`src/hw/rtl/sha256md_pkg.sv`:
```
// sha256md_pkg: shared types, constants and functions of the sha-256 digest block
// round constants, initial hash words, sigma functions, command codes, control structs
// no dependencies
`timescale 1ns / 1ps

package sha256md_pkg;

	typedef logic [31:0] word_t;

	typedef enum logic [1:0] {
		CMD_ABSORB  = 2'd0,
		CMD_FINISH  = 2'd1,
		CMD_RESTART = 2'd2
	} cmd_t;

	typedef enum logic [2:0] {
		ST_IDLE,
		ST_ROUND,
		ST_ACC,
		ST_PAD2,
		ST_EMIT
	} state_t;

	// schedule / block buffer controls
	typedef struct packed {
		logic wr_byte;
		logic pad_first;
		logic pad_second;
		logic shift;
	} sch_ctrl_t;

	// round unit controls
	typedef struct packed {
		logic init;
		logic load;
		logic step;
		logic acc;
	} rnd_ctrl_t;

	localparam word_t RoundK [64] = '{
		32'h428a2f98, 32'h71374491, 32'hb5c0fbcf, 32'he9b5dba5,
		32'h3956c25b, 32'h59f111f1, 32'h923f82a4, 32'hab1c5ed5,
		32'hd807aa98, 32'h12835b01, 32'h243185be, 32'h550c7dc3,
		32'h72be5d74, 32'h80deb1fe, 32'h9bdc06a7, 32'hc19bf174,
		32'he49b69c1, 32'hefbe4786, 32'h0fc19dc6, 32'h240ca1cc,
		32'h2de92c6f, 32'h4a7484aa, 32'h5cb0a9dc, 32'h76f988da,
		32'h983e5152, 32'ha831c66d, 32'hb00327c8, 32'hbf597fc7,
		32'hc6e00bf3, 32'hd5a79147, 32'h06ca6351, 32'h14292967,
		32'h27b70a85, 32'h2e1b2138, 32'h4d2c6dfc, 32'h53380d13,
		32'h650a7354, 32'h766a0abb, 32'h81c2c92e, 32'h92722c85,
		32'ha2bfe8a1, 32'ha81a664b, 32'hc24b8b70, 32'hc76c51a3,
		32'hd192e819, 32'hd6990624, 32'hf40e3585, 32'h106aa070,
		32'h19a4c116, 32'h1e376c08, 32'h2748774c, 32'h34b0bcb5,
		32'h391c0cb3, 32'h4ed8aa4a, 32'h5b9cca4f, 32'h682e6ff3,
		32'h748f82ee, 32'h78a5636f, 32'h84c87814, 32'h8cc70208,
		32'h90befffa, 32'ha4506ceb, 32'hbef9a3f7, 32'hc67178f2
	};

	localparam word_t HashIv [8] = '{
		32'h6a09e667, 32'hbb67ae85, 32'h3c6ef372, 32'ha54ff53a,
		32'h510e527f, 32'h9b05688c, 32'h1f83d9ab, 32'h5be0cd19
	};

	localparam logic [7:0] PadMark = 8'h80;
	localparam logic [5:0] LenPos = 6'd56;

	function automatic word_t big_sigma0(input word_t x);
		return {x[1:0], x[31:2]} ^ {x[12:0], x[31:13]} ^ {x[21:0], x[31:22]};
	endfunction

	function automatic word_t big_sigma1(input word_t x);
		return {x[5:0], x[31:6]} ^ {x[10:0], x[31:11]} ^ {x[24:0], x[31:25]};
	endfunction

	function automatic word_t small_sigma0(input word_t x);
		return {x[6:0], x[31:7]} ^ {x[17:0], x[31:18]} ^ {3'b000, x[31:3]};
	endfunction

	function automatic word_t small_sigma1(input word_t x);
		return {x[16:0], x[31:17]} ^ {x[18:0], x[31:19]} ^ {10'b0, x[31:10]};
	endfunction

endpackage

```
`src/hw/rtl/sha256md_sched.sv`:
```
// sha256md_sched: block buffer that doubles as the 16-word rolling message schedule
// bytes are written in place, each padding block is laid down in a single write, rounds shift the line
// depends on sha256md_pkg
`timescale 1ns / 1ps

module sha256md_sched (
	input  logic                   clk,
	input  sha256md_pkg::sch_ctrl_t ctl,
	input  logic [5:0]             pos,
	input  logic [7:0]             data_byte,
	input  logic [63:0]            len,
	output sha256md_pkg::word_t    w_cur
);
	import sha256md_pkg::*;

	word_t w_q [16];
	word_t w_new;

	// next schedule word, W[t+16] from the four taps
	assign w_new = small_sigma1(w_q[14]) + w_q[9] + small_sigma0(w_q[1]) + w_q[0];
	assign w_cur = w_q[0];

	always_ff @(posedge clk) begin
		if (ctl.shift) begin
			for (int j = 0; j < 15; j++) begin
				w_q[j] <= w_q[j + 1];
			end
			w_q[15] <= w_new;
		end else begin
			for (int b = 0; b < 64; b++) begin
				if (ctl.wr_byte && pos == 6'(b)) begin
					w_q[b / 4][31 - 8 * (b % 4) -: 8] <= data_byte;
				end else if (ctl.pad_first) begin
					if (pos == 6'(b)) begin
						w_q[b / 4][31 - 8 * (b % 4) -: 8] <= PadMark;
					end else if (pos < 6'(b)) begin
						// length only fits when the mark landed before it
						if (b >= 56 && pos < LenPos) begin
							w_q[b / 4][31 - 8 * (b % 4) -: 8] <= len[8 * (63 - b) +: 8];
						end else begin
							w_q[b / 4][31 - 8 * (b % 4) -: 8] <= 8'h00;
						end
					end
				end else if (ctl.pad_second) begin
					if (b >= 56) begin
						w_q[b / 4][31 - 8 * (b % 4) -: 8] <= len[8 * (63 - b) +: 8];
					end else begin
						w_q[b / 4][31 - 8 * (b % 4) -: 8] <= 8'h00;
					end
				end
			end
		end
	end

endmodule

```
`src/hw/rtl/sha256md_round.sv`:
```
// sha256md_round: hash words, working variables and the shared compression round
// one round per step, feed-forward add of all eight words on acc
// depends on sha256md_pkg
`timescale 1ns / 1ps

module sha256md_round (
	input  logic                    clk,
	input  logic                    arst_n,
	input  sha256md_pkg::rnd_ctrl_t ctl,
	input  logic [5:0]              round,
	input  sha256md_pkg::word_t     w,
	input  logic [2:0]              rd_idx,
	output sha256md_pkg::word_t     rd_word
);
	import sha256md_pkg::*;

	word_t hash_q [8];
	word_t v_q [8];
	word_t t1;
	word_t t2;
	word_t choose;
	word_t major;

	assign choose = (v_q[4] & v_q[5]) ^ (~v_q[4] & v_q[6]);
	assign major = (v_q[0] & v_q[1]) ^ (v_q[0] & v_q[2]) ^ (v_q[1] & v_q[2]);
	assign t1 = v_q[7] + big_sigma1(v_q[4]) + choose + RoundK[round] + w;
	assign t2 = big_sigma0(v_q[0]) + major;
	assign rd_word = hash_q[rd_idx];

	always_ff @(posedge clk or negedge arst_n) begin
		if (!arst_n) begin
			for (int j = 0; j < 8; j++) begin
				hash_q[j] <= HashIv[j];
			end
		end else if (ctl.init) begin
			for (int j = 0; j < 8; j++) begin
				hash_q[j] <= HashIv[j];
			end
		end else if (ctl.acc) begin
			for (int j = 0; j < 8; j++) begin
				hash_q[j] <= hash_q[j] + v_q[j];
			end
		end
	end

	always_ff @(posedge clk) begin
		if (ctl.load) begin
			for (int j = 0; j < 8; j++) begin
				v_q[j] <= hash_q[j];
			end
		end else if (ctl.step) begin
			v_q[0] <= t1 + t2;
			v_q[1] <= v_q[0];
			v_q[2] <= v_q[1];
			v_q[3] <= v_q[2];
			v_q[4] <= v_q[3] + t1;
			v_q[5] <= v_q[4];
			v_q[6] <= v_q[5];
			v_q[7] <= v_q[6];
		end
	end

endmodule

```
`src/hw/rtl/sha256_message_digest_top.sv`:
```
// sha256_message_digest_top: sha-256 byte-stream hasher, sequencer and handshakes
// instantiates sha256md_sched and sha256md_round; depends on sha256md_pkg
`timescale 1ns / 1ps

// sha-256 over a byte stream. each input beat carries a command: absorb adds
// data_byte to the message, finish pads the message and returns the digest as
// eight output beats (word 0 first, last_word on word 7) and then starts a new
// message, restart drops the message in progress; command code 3 is ignored.
// an absorb beat leaves in_ready high, except the 64th byte of a block,
// which starts a compression: the rounds on the single shared round unit,
// then the feed-forward add, after which in_ready returns. a finish runs
// one compression when the buffered tail is under 56 bytes and two when a
// second padding block is needed, then the eight digest beats are offered
// one per cycle at whatever pace out_ready allows. in_ready is low during
// compression and while the digest is being read out. the 64-byte block
// buffer is the schedule shift line itself, so no copy is made before the
// rounds. the bit length is kept as a block count and the byte fill,
// wrapping modulo 2^64.

module sha256_message_digest_top (
	input  logic        clk,
	input  logic        arst_n,
	input  logic        in_valid,
	output logic        in_ready,
	input  logic [1:0]  cmd,
	input  logic [7:0]  data_byte,
	output logic        out_valid,
	input  logic        out_ready,
	output logic [31:0] digest_word,
	output logic [2:0]  word_index,
	output logic        last_word
);
	import sha256md_pkg::*;

	state_t    state_q;
	state_t    state_nxt;
	logic [5:0]  round_q;     // round counter, wraps to 0 after the last round
	logic [5:0]  fill_q;      // bytes in the current block
	logic [54:0] blocks_q;    // compressed blocks, i.e. bit length above bit 8
	logic        fin_q;       // current compression belongs to a finish
	logic        second_q;    // finish still owes the length-only block
	logic [2:0]  idx_q;       // digest word being offered

	logic        in_beat;
	logic        out_beat;
	logic        is_absorb;
	logic        is_finish;
	logic        is_restart;
	logic [63:0] msg_len;

	sch_ctrl_t   sch_ctl;
	rnd_ctrl_t   rnd_ctl;
	word_t       w_cur;
	word_t       hash_word;

	assign in_ready = (state_q == ST_IDLE);
	assign out_valid = (state_q == ST_EMIT);
	assign in_beat = in_valid && in_ready;
	assign out_beat = out_valid && out_ready;

	assign is_absorb = in_beat && (cmd == CMD_ABSORB);
	assign is_finish = in_beat && (cmd == CMD_FINISH);
	assign is_restart = in_beat && (cmd == CMD_RESTART);

	// total message bits: whole blocks times 512 plus buffered bytes times 8
	assign msg_len = {blocks_q, fill_q, 3'b000};

	assign digest_word = hash_word;
	assign word_index = idx_q;
	assign last_word = (idx_q == 3'd7);

	// next state
	always_comb begin
		state_nxt = state_q;
		unique case (state_q)
			ST_IDLE: begin
				if ((is_absorb && fill_q == 6'd63) || is_finish) begin
					state_nxt = ST_ROUND;
				end
			end
			ST_ROUND: begin
				if (round_q == 6'd63) begin
					state_nxt = ST_ACC;
				end
			end
			ST_ACC: begin
				priority if (fin_q && second_q) begin
					state_nxt = ST_PAD2;
				end else if (fin_q) begin
					state_nxt = ST_EMIT;
				end else begin
					state_nxt = ST_IDLE;
				end
			end
			ST_PAD2: begin
				state_nxt = ST_ROUND;
			end
			ST_EMIT: begin
				if (out_beat && idx_q == 3'd7) begin
					state_nxt = ST_IDLE;
				end
			end
			default: begin
				state_nxt = ST_IDLE;
			end
		endcase
	end

	// datapath controls
	always_comb begin
		sch_ctl = '0;
		rnd_ctl = '0;
		unique case (state_q)
			ST_IDLE: begin
				sch_ctl.wr_byte = is_absorb;
				sch_ctl.pad_first = is_finish;
				rnd_ctl.init = is_restart;
				rnd_ctl.load = (is_absorb && fill_q == 6'd63) || is_finish;
			end
			ST_ROUND: begin
				sch_ctl.shift = 1'b1;
				rnd_ctl.step = 1'b1;
			end
			ST_ACC: begin
				rnd_ctl.acc = 1'b1;
			end
			ST_PAD2: begin
				sch_ctl.pad_second = 1'b1;
				rnd_ctl.load = 1'b1;
			end
			ST_EMIT: begin
				rnd_ctl.init = out_beat && (idx_q == 3'd7);
			end
			default: begin
				sch_ctl = '0;
				rnd_ctl = '0;
			end
		endcase
	end

	always_ff @(posedge clk or negedge arst_n) begin
		if (!arst_n) begin
			state_q <= ST_IDLE;
			round_q <= '0;
			fill_q <= '0;
			blocks_q <= '0;
			fin_q <= 1'b0;
			second_q <= 1'b0;
			idx_q <= '0;
		end else begin
			state_q <= state_nxt;
			if (state_q == ST_ROUND) begin
				round_q <= round_q + 6'd1;
			end
			if (is_absorb) begin
				// fill wraps to 0 on the 64th byte
				fill_q <= fill_q + 6'd1;
				if (fill_q == 6'd63) begin
					blocks_q <= blocks_q + 55'd1;
				end
			end
			if (is_restart || rnd_ctl.init) begin
				fill_q <= '0;
				blocks_q <= '0;
			end
			if (is_finish) begin
				fin_q <= 1'b1;
				second_q <= (fill_q >= LenPos);
			end
			if (state_q == ST_PAD2) begin
				second_q <= 1'b0;
			end
			if (out_beat) begin
				idx_q <= idx_q + 3'd1;
				if (idx_q == 3'd7) begin
					fin_q <= 1'b0;
				end
			end
		end
	end

	sha256md_sched u_sched (
		.clk       (clk),
		.ctl       (sch_ctl),
		.pos       (fill_q),
		.data_byte (data_byte),
		.len       (msg_len),
		.w_cur     (w_cur)
	);

	sha256md_round u_round (
		.clk     (clk),
		.arst_n  (arst_n),
		.ctl     (rnd_ctl),
		.round   (round_q),
		.w       (w_cur),
		.rd_idx  (idx_q),
		.rd_word (hash_word)
	);

	// the input and output sides never open together
	a_no_overlap: assert property (@(posedge clk) disable iff (!arst_n)
		!(in_ready && out_valid))
		else $error("in_ready and out_valid high together");

	// every compression starts at round zero
	a_round_start: assert property (@(posedge clk) disable iff (!arst_n)
		(state_q == ST_ROUND && $past(state_q) != ST_ROUND) |-> (round_q == 6'd0))
		else $error("compression entered at a nonzero round");

	// digest readout starts at word zero
	a_emit_start: assert property (@(posedge clk) disable iff (!arst_n)
		$rose(out_valid) |-> (word_index == 3'd0))
		else $error("digest readout did not start at word 0");

	// after the last digest beat the block is ready for a new message
	a_last_release: assert property (@(posedge clk) disable iff (!arst_n)
		(out_valid && out_ready && last_word) |=> (in_ready && fill_q == 6'd0))
		else $error("block not restarted after last digest beat");

endmodule

```
`config.mk`:
```
export PLATFORM = sky130hd
export DESIGN_NAME = sha256_message_digest_top
export DESIGN_NICKNAME = d
export VERILOG_FILES = /design/src/hw/rtl/sha256md_pkg.sv /design/src/hw/rtl/sha256md_sched.sv /design/src/hw/rtl/sha256md_round.sv /design/src/hw/rtl/sha256_message_digest_top.sv
export SDC_FILE = /design/constraint.sdc
export NUM_CORES = 2
export LEC_CHECK = 0
export BUFFER_PORTS_ARGS = -buffer_cell sky130_fd_sc_hd__buf_2
export CAP_MARGIN = 15
export CELL_PAD_IN_SITES_DETAIL_PLACEMENT = 0
export CELL_PAD_IN_SITES_GLOBAL_PLACEMENT = 1
export CORE_ASPECT_RATIO = 1.75
export CORE_UTILIZATION = 45
export DETAILED_ROUTE_END_ITERATION = 16
export PLACE_DENSITY_LB_ADDON = 0.12
export SLEW_MARGIN = 15
export SYNTH_ARGS = -nofsm -noshare
export SYNTH_HDL_FRONTEND = slang
export SYNTH_SLANG_ARGS = --single-unit
```
`constraint.sdc`:
```
create_clock -name clk -period 10.43 [get_ports clk]
set_input_delay 0.5215 -clock clk [delete_from_list [all_inputs] [get_ports clk]]
set_output_delay 0.5215 -clock clk [all_outputs]
set_load 0.03 [all_outputs]
```
-- Word level (Yosys, flattened, before mapping)
Memory sizes are Yosys's and may differ from the RTL's.
Cells that the tools add are included.
- register bits after elaboration: 331
- bits in writable memories: 768
- ROM bits: 2048
- word-level logic and storage cells: 1993
- memories: 3
- memories (name ; words ; width ; rd ports ; clocked after Yosys merged registers in ; wr ports ; line ; text):
    (no name shown) ; 64 ; 32 ; 1 ; 0 ; 0 ; sha256md_round.sv:26 ; assign t1 = v_q[7] + big_sigma1(v_q[4]) + choose + RoundK[round] + w;
    u_sched.w_q ; 16 ; 32 ; 16 ; 0 ; 16 ; sha256md_sched.sv:16 ; word_t w_q [16];
    u_round.v_q ; 8 ; 32 ; 8 ; 0 ; 8 ; sha256md_round.sv:18 ; word_t v_q [8];
- add/sub/neg operators: 22
- magnitude comparators: 67
- equality and inequality tests: 74
- mux-type cells: 1439
- bitwise gates (word level): 290
- reductions and logical operators: 83
- operator list (cell ; count):
    two-way mux 8 bit ; 263
    two-way mux 1 bit ; 1147
    adder 32 bit ; 18
    two-way mux 256 bit ; 2
    two-way mux 32 bit ; 12
    bitwise XOR 32 bit ; 9
    bitwise OR 1 bit ; 271
    == test 6 bit, second input constant ; 33
    < comparator 6 bit, second input constant ; 32
    two-way mux 55 bit ; 3
    bitwise AND 32 bit ; 5
    binary-select mux 32 bit (select 3 bit) ; 1
    == test 6 x 5 -> 1 bit, second input constant ; 16
    < comparator 6 x 5 -> 1 bit, second input constant ; 16
    logical AND 1 bit ; 72
    adder 55 x 1 -> 55 bit, second input constant ; 1
    == test 6 x 4 -> 1 bit, second input constant ; 8
    < comparator 6 x 4 -> 1 bit, second input constant ; 8
    NOT 32 bit ; 1
    bitwise XOR 32 x 22 -> 32 bit ; 1
    bitwise XOR 32 x 29 -> 32 bit ; 1
    == test 6 x 3 -> 1 bit, second input constant ; 4
    < comparator 6 x 3 -> 1 bit, second input constant ; 4
    two-way mux 3 bit ; 5
    other kinds (29) ; 42

-- Longest topological paths before layout
- depth in word-level cells: 13
- gate-level depth with buffers: 39
- gate-level depth less buffers: 38

-- Modules after synthesis
A second synthesis with hierarchy kept.
- cell total of the unflattened synthesis: 8334
- area total of the unflattened synthesis: 79729.0 µm²
- modules (own cells, without submodules) (module ; instances ; cells each ; area an instance (µm²) ; seq. area each (µm²)):
    sha256md_round ; 1 ; 5134 ; 46341.9 ; 14263.7
    sha256md_sched ; 1 ; 2763 ; 29320.6 ; 15374.7
    sha256_message_digest_top ; 1 ; 437 ; 4066.4 ; 1876.8

-- Least setup slack after synthesis
OpenSTA, ideal clock, no wires.
- path type: register to register
- from: register round_q[0]
- to: memory u_round.v_q[0][29] (netlist name), data pin
- setup time: 0.267 ns
- arrival: 8.401 ns
- path slack: 1.762 ns
- cell stages (with the launch flop): 37
- path buffers: 1
- cell sequence: dfrtp_1 -> clkinv_1 -> ha_1 -> clkbuf_1 -> nand2_1 -> nor2b_1 -> o21ai_0 -> o211ai_1 -> o311ai_0 -> fa_1 -> fa_1 -> fa_1 -> inv_1 -> ha_1 -> a21o_1 -> a21oi_1 -> o21bai_1 -> a2111oi_0 -> nor2_1 -> and2_1 -> o21ai_0 -> nand2b_1 -> a21o_1 -> a21oi_1 -> xnor2_1 -> fa_1 -> ha_1 -> a21o_1 -> and3_1 -> or3_1 -> o21ai_0 -> a21oi_1 -> or3_1 -> a31oi_1 -> o21ai_0 -> xnor2_1 -> o21ai_0
- RTL lines (item ; line ; text):
    from (decl) ; sha256_message_digest_top.sv:37 ; logic [5:0] round_q;
    from (signal assigned) ; sha256_message_digest_top.sv:153 ; round_q <= round_q + 6'd1;
    to (decl) ; sha256md_round.sv:18 ;

==> flow_summary.toml <==
[cts]
cts_sinks = 1099
cts-buffers-inserted = 113
postCtsSetupRepairBufs = 0
worstSkewPairLatency_ps = 830
cts-root-buf = "clkbuf_16"
clk_pin_slew_worst_paths_ps = 70
clock_path_buffers = 3
htreeDepth = 3
cts_tree = "done"

[yosys]
yosysSeqAreaShare_pct = 41.1
ys_ff_latch = 1099
yosys.area_share.simple_pct = 13.8
syn_area_sq_um = 76700
synthCells = 7862
synth_top_family_by_area = "compound AO/OA/AOI/OAI gates"
synth.area.mux_share_pct = 4.57
synth-xor-area-share_pct = 7.15
synth_edf_count = 768
syn_nets = 8468
yosys_warnings = 0
synth_flop_cell = "edfxtp_1"
synthArstFlopShare_pct = 30.1
avgSynthCellArea_sq_um = 9.76
synth_adder_area_share_pct = 11.9
synthDistinctLibCells = 88
synth_compound_area_share_pct = 18.1

[die]
die-height_um = 548
start_util_pct = 45.3
die_w_um = 314
io_pins = 52
die-area_sq_um = 172000
coreArea_sq_um = 169000
rows = 200

[drt]
wirelength_um = 369000
drt_first_pass_iters = 6
antenna_left = 0
route.detailed.drc = 0
first_iter_violations = 5891
vias = 65900
via_per_inst = 6.49
routedWlPerCell_um = 36.4

[placement]
dpl-instance-area_sq_um = 80000
gp_congestion = 1.06
place_hpwl_um = 281000
portBuffers = 51

[sta]
setup_viol = 0
finalClockSkew_ps = 71.2
hold_violations = 0
timing.fmax_ghz = 0.100
worstMarginPinSlew_ps = 1380
rsz0062_at_grt = "no"
slew_headroom_pct = 7.84
finalCriticalPeriod_ps = 10000
drv_slew = 0
finalCritPeriodShare_pct = 95.9

[finish]
drive_gt1_share_pct = 10.9
final_area_sq_um = 84200
area_growth_pct = 9.72
layout.nets = 8424
utilization_pct = 49.7

[critical_path]
critical_path.endpoint_type = "flop"
reg2regPathDepth = 39
worstPathMaxFanout = 9
critical_path_buf_inv_count = 6
rrSetupSlack_ps = 430
cp.required_ps = 10940
cp_slowest_stage_delay_ps = 540
cpMaxStageDelayCell = "fa_1"
crit_arrival_ps = 10510
cp_num_cells = 39
start_kind = "flop"
critPathTopFamily = "compound AO/OA/AOI/OAI gates"
path_class = "reg -> reg"

[worst_hold_path]
whs_path_depth = 2
min_path_type = "in -> reg"

[grt]
gr-total-overflow = 0
grt_pass1_vias = 67000
grt_pass1_wl_um = 513000
grt_max_degree = 176
antenna_found_initial = 10
track_usage_pct = 42.6

[outcome]
status = "complete, no violations"

[job]
drv_cap = 0
final cells by class:
class | count | area, sq um
Fill cell | 16000 | 85200
Multi-Input combinational cell | 6061 | 42800
Sequential cell | 1099 | 31500
Clock buffer | 139 | 3040
Tap cell | 2222 | 2780
Timing Repair Buffer | 276 | 2050
Inverter | 267 | 1010
Clock inverter | 76 | 980
Antenna cell | 8 | 20.0
what timing repair did:
action	in CTS	in global routing
resized for setup	3	9
hold buffers	1	0
hold endpoints to repair	66	0
endpoints found under the setup margin	3	10
per-stage QoR:
| stage | hold slack (ps) | TNS [ps] | setup WS, ps | cells |
|---|---|---|---|---|
| floorplan | 226 | 0 | 1760 | 7862 |
| global placement | 489 | -560 | -213 | 9918 |
| detailed placement | 502 | -247 | -126 | 9920 |
| CTS | 155 | 0 | 180 | 10100 |
| global route | 185 | 0 | 60.4 | 10100 |
| finish | 181 | 0 | 426 | 10100 |
logic make-up (layout without fill, tap and decap cells):
family	after synthesis	after routing
and+or+nand+nor	2400	2400
xor gates and xnor gates	626	626
buffers and inverters	702	758
muxes	244	244
AOI/OAI and AO/OA	2177	2177
adders and majority gates	614	614
other	0	8
DFF	1099	1099
Yosys cell counts, types with 36 or more instances:
master    instances  area share (%)
a31oi_1          57            0.46
o22ai_1          39            0.32
nor2b_1          50            0.41
dfrtp_1         195             6.4
o211ai_1         36            0.35
inv_1           264             1.3
edfxtp_1        768              30
ha_1            397             6.5
xnor2_1         402             4.6
nand2b_1         79            0.64
and3_1           56            0.46
clkbuf_1        388             1.9
a22o_1          226             2.6
nand3_1         186             1.2
mux4_2           74             2.2
dfstp_2         136             4.7
mux2i_1          62            0.81
buf_1            42            0.21
nor2_1          541             2.6
nand2_1        1072             5.2
a211oi_1         65            0.64
xor2_1          224             2.6
mux2_2          108             1.6
o21bai_1         40            0.39
o21a_1           71            0.69
o31ai_1          44            0.43
or3_1            47            0.38
nor3_1          200             1.3
a22oi_1          41            0.40
a21oi_1         575             3.8
fa_1            195             5.1
o21ai_0         603             3.9
a21o_1          169             1.7
cell usage in the layout, fill, tap and decap left out, types with 56 or more instances in the layout:
| cell | instances |
|---|---|
| mux4_2 | 74 |
| a22o_1 | 226 |
| nand2_1 | 1069 |
| xnor2_1 | 401 |
| a21oi_1 | 575 |
| a21o_1 | 168 |
| a211oi_1 | 63 |
| and3_1 | 56 |
| xor2_1 | 224 |
| fa_1 | 195 |
| o21ai_0 | 585 |
| nor2_1 | 537 |
| ha_1 | 397 |
| nand2b_1 | 78 |
| o21a_1 | 70 |
| nor3_1 | 194 |
| clkbuf_16 | 113 |
| buf_4 | 214 |
| dfstp_2 | 136 |
| dfrtp_1 | 190 |
| mux2_2 | 108 |
| edfxtp_1 | 768 |
| inv_1 | 263 |
| nand3_1 | 186 |
| mux2i_1 | 62 |
final timing paths:
path,start,to
hold reg to reg,u_sched.w_q[1][159]$_DFFE_PP_,u_sched.w_q[1][127]$_DFFE_PP_
max in group asynchronous,arst_n,fill_q[4]$_DFFE_PN0P_
hold / removal,data_byte[1],u_sched.w_q[1][113]$_DFFE_PP_
setup reg to reg,round_q[0]$_DFFE_PN0P_,u_round.v_q[0][29]$_DFFE_PP_
min in group asynchronous,arst_n,blocks_q[46]$_DFFE_PN0P_
setup / recovery,round_q[0]$_DFFE_PN0P_,u_round.v_q[0][29]$_DFFE_PP_
per-layer routing:
layer | wire (um) | part of all wire [%] | GRT usage [%]
met5 | 13 | 0.0035 | 0
met4 | 52900 | 14 | 48.5
met3 | 19700 | 5.3 | 7.20
met2 | 188000 | 51 | 75.9
met1 | 109000 | 29 | 38.0
sequential cells by signal, indices dropped and copies added, names as in the netlist:
name and flops:
u_round.v_q 256, u_round.hash_q 256, u_sched.w_q 512, blocks_q 55, fin_q 1, second_q 1
word_index 3, round_q 6, state_q 3, fill_q 6
worst register-to-register path: cells and delay by family, from the launching register on:
kind,cells,cell delay [ps]
flip-flops,1,390
buffers and inverters,6,1000
XOR/XNOR,2,410
AO/OA/AOI/OAI,16,3330
AND/OR/NAND/NOR,8,1720
adder cells (fa/ha/maj),7,2920
Power is not shown: default switching activity piles up to over one toggle a cycle in this logic, so the estimate is an artifact.
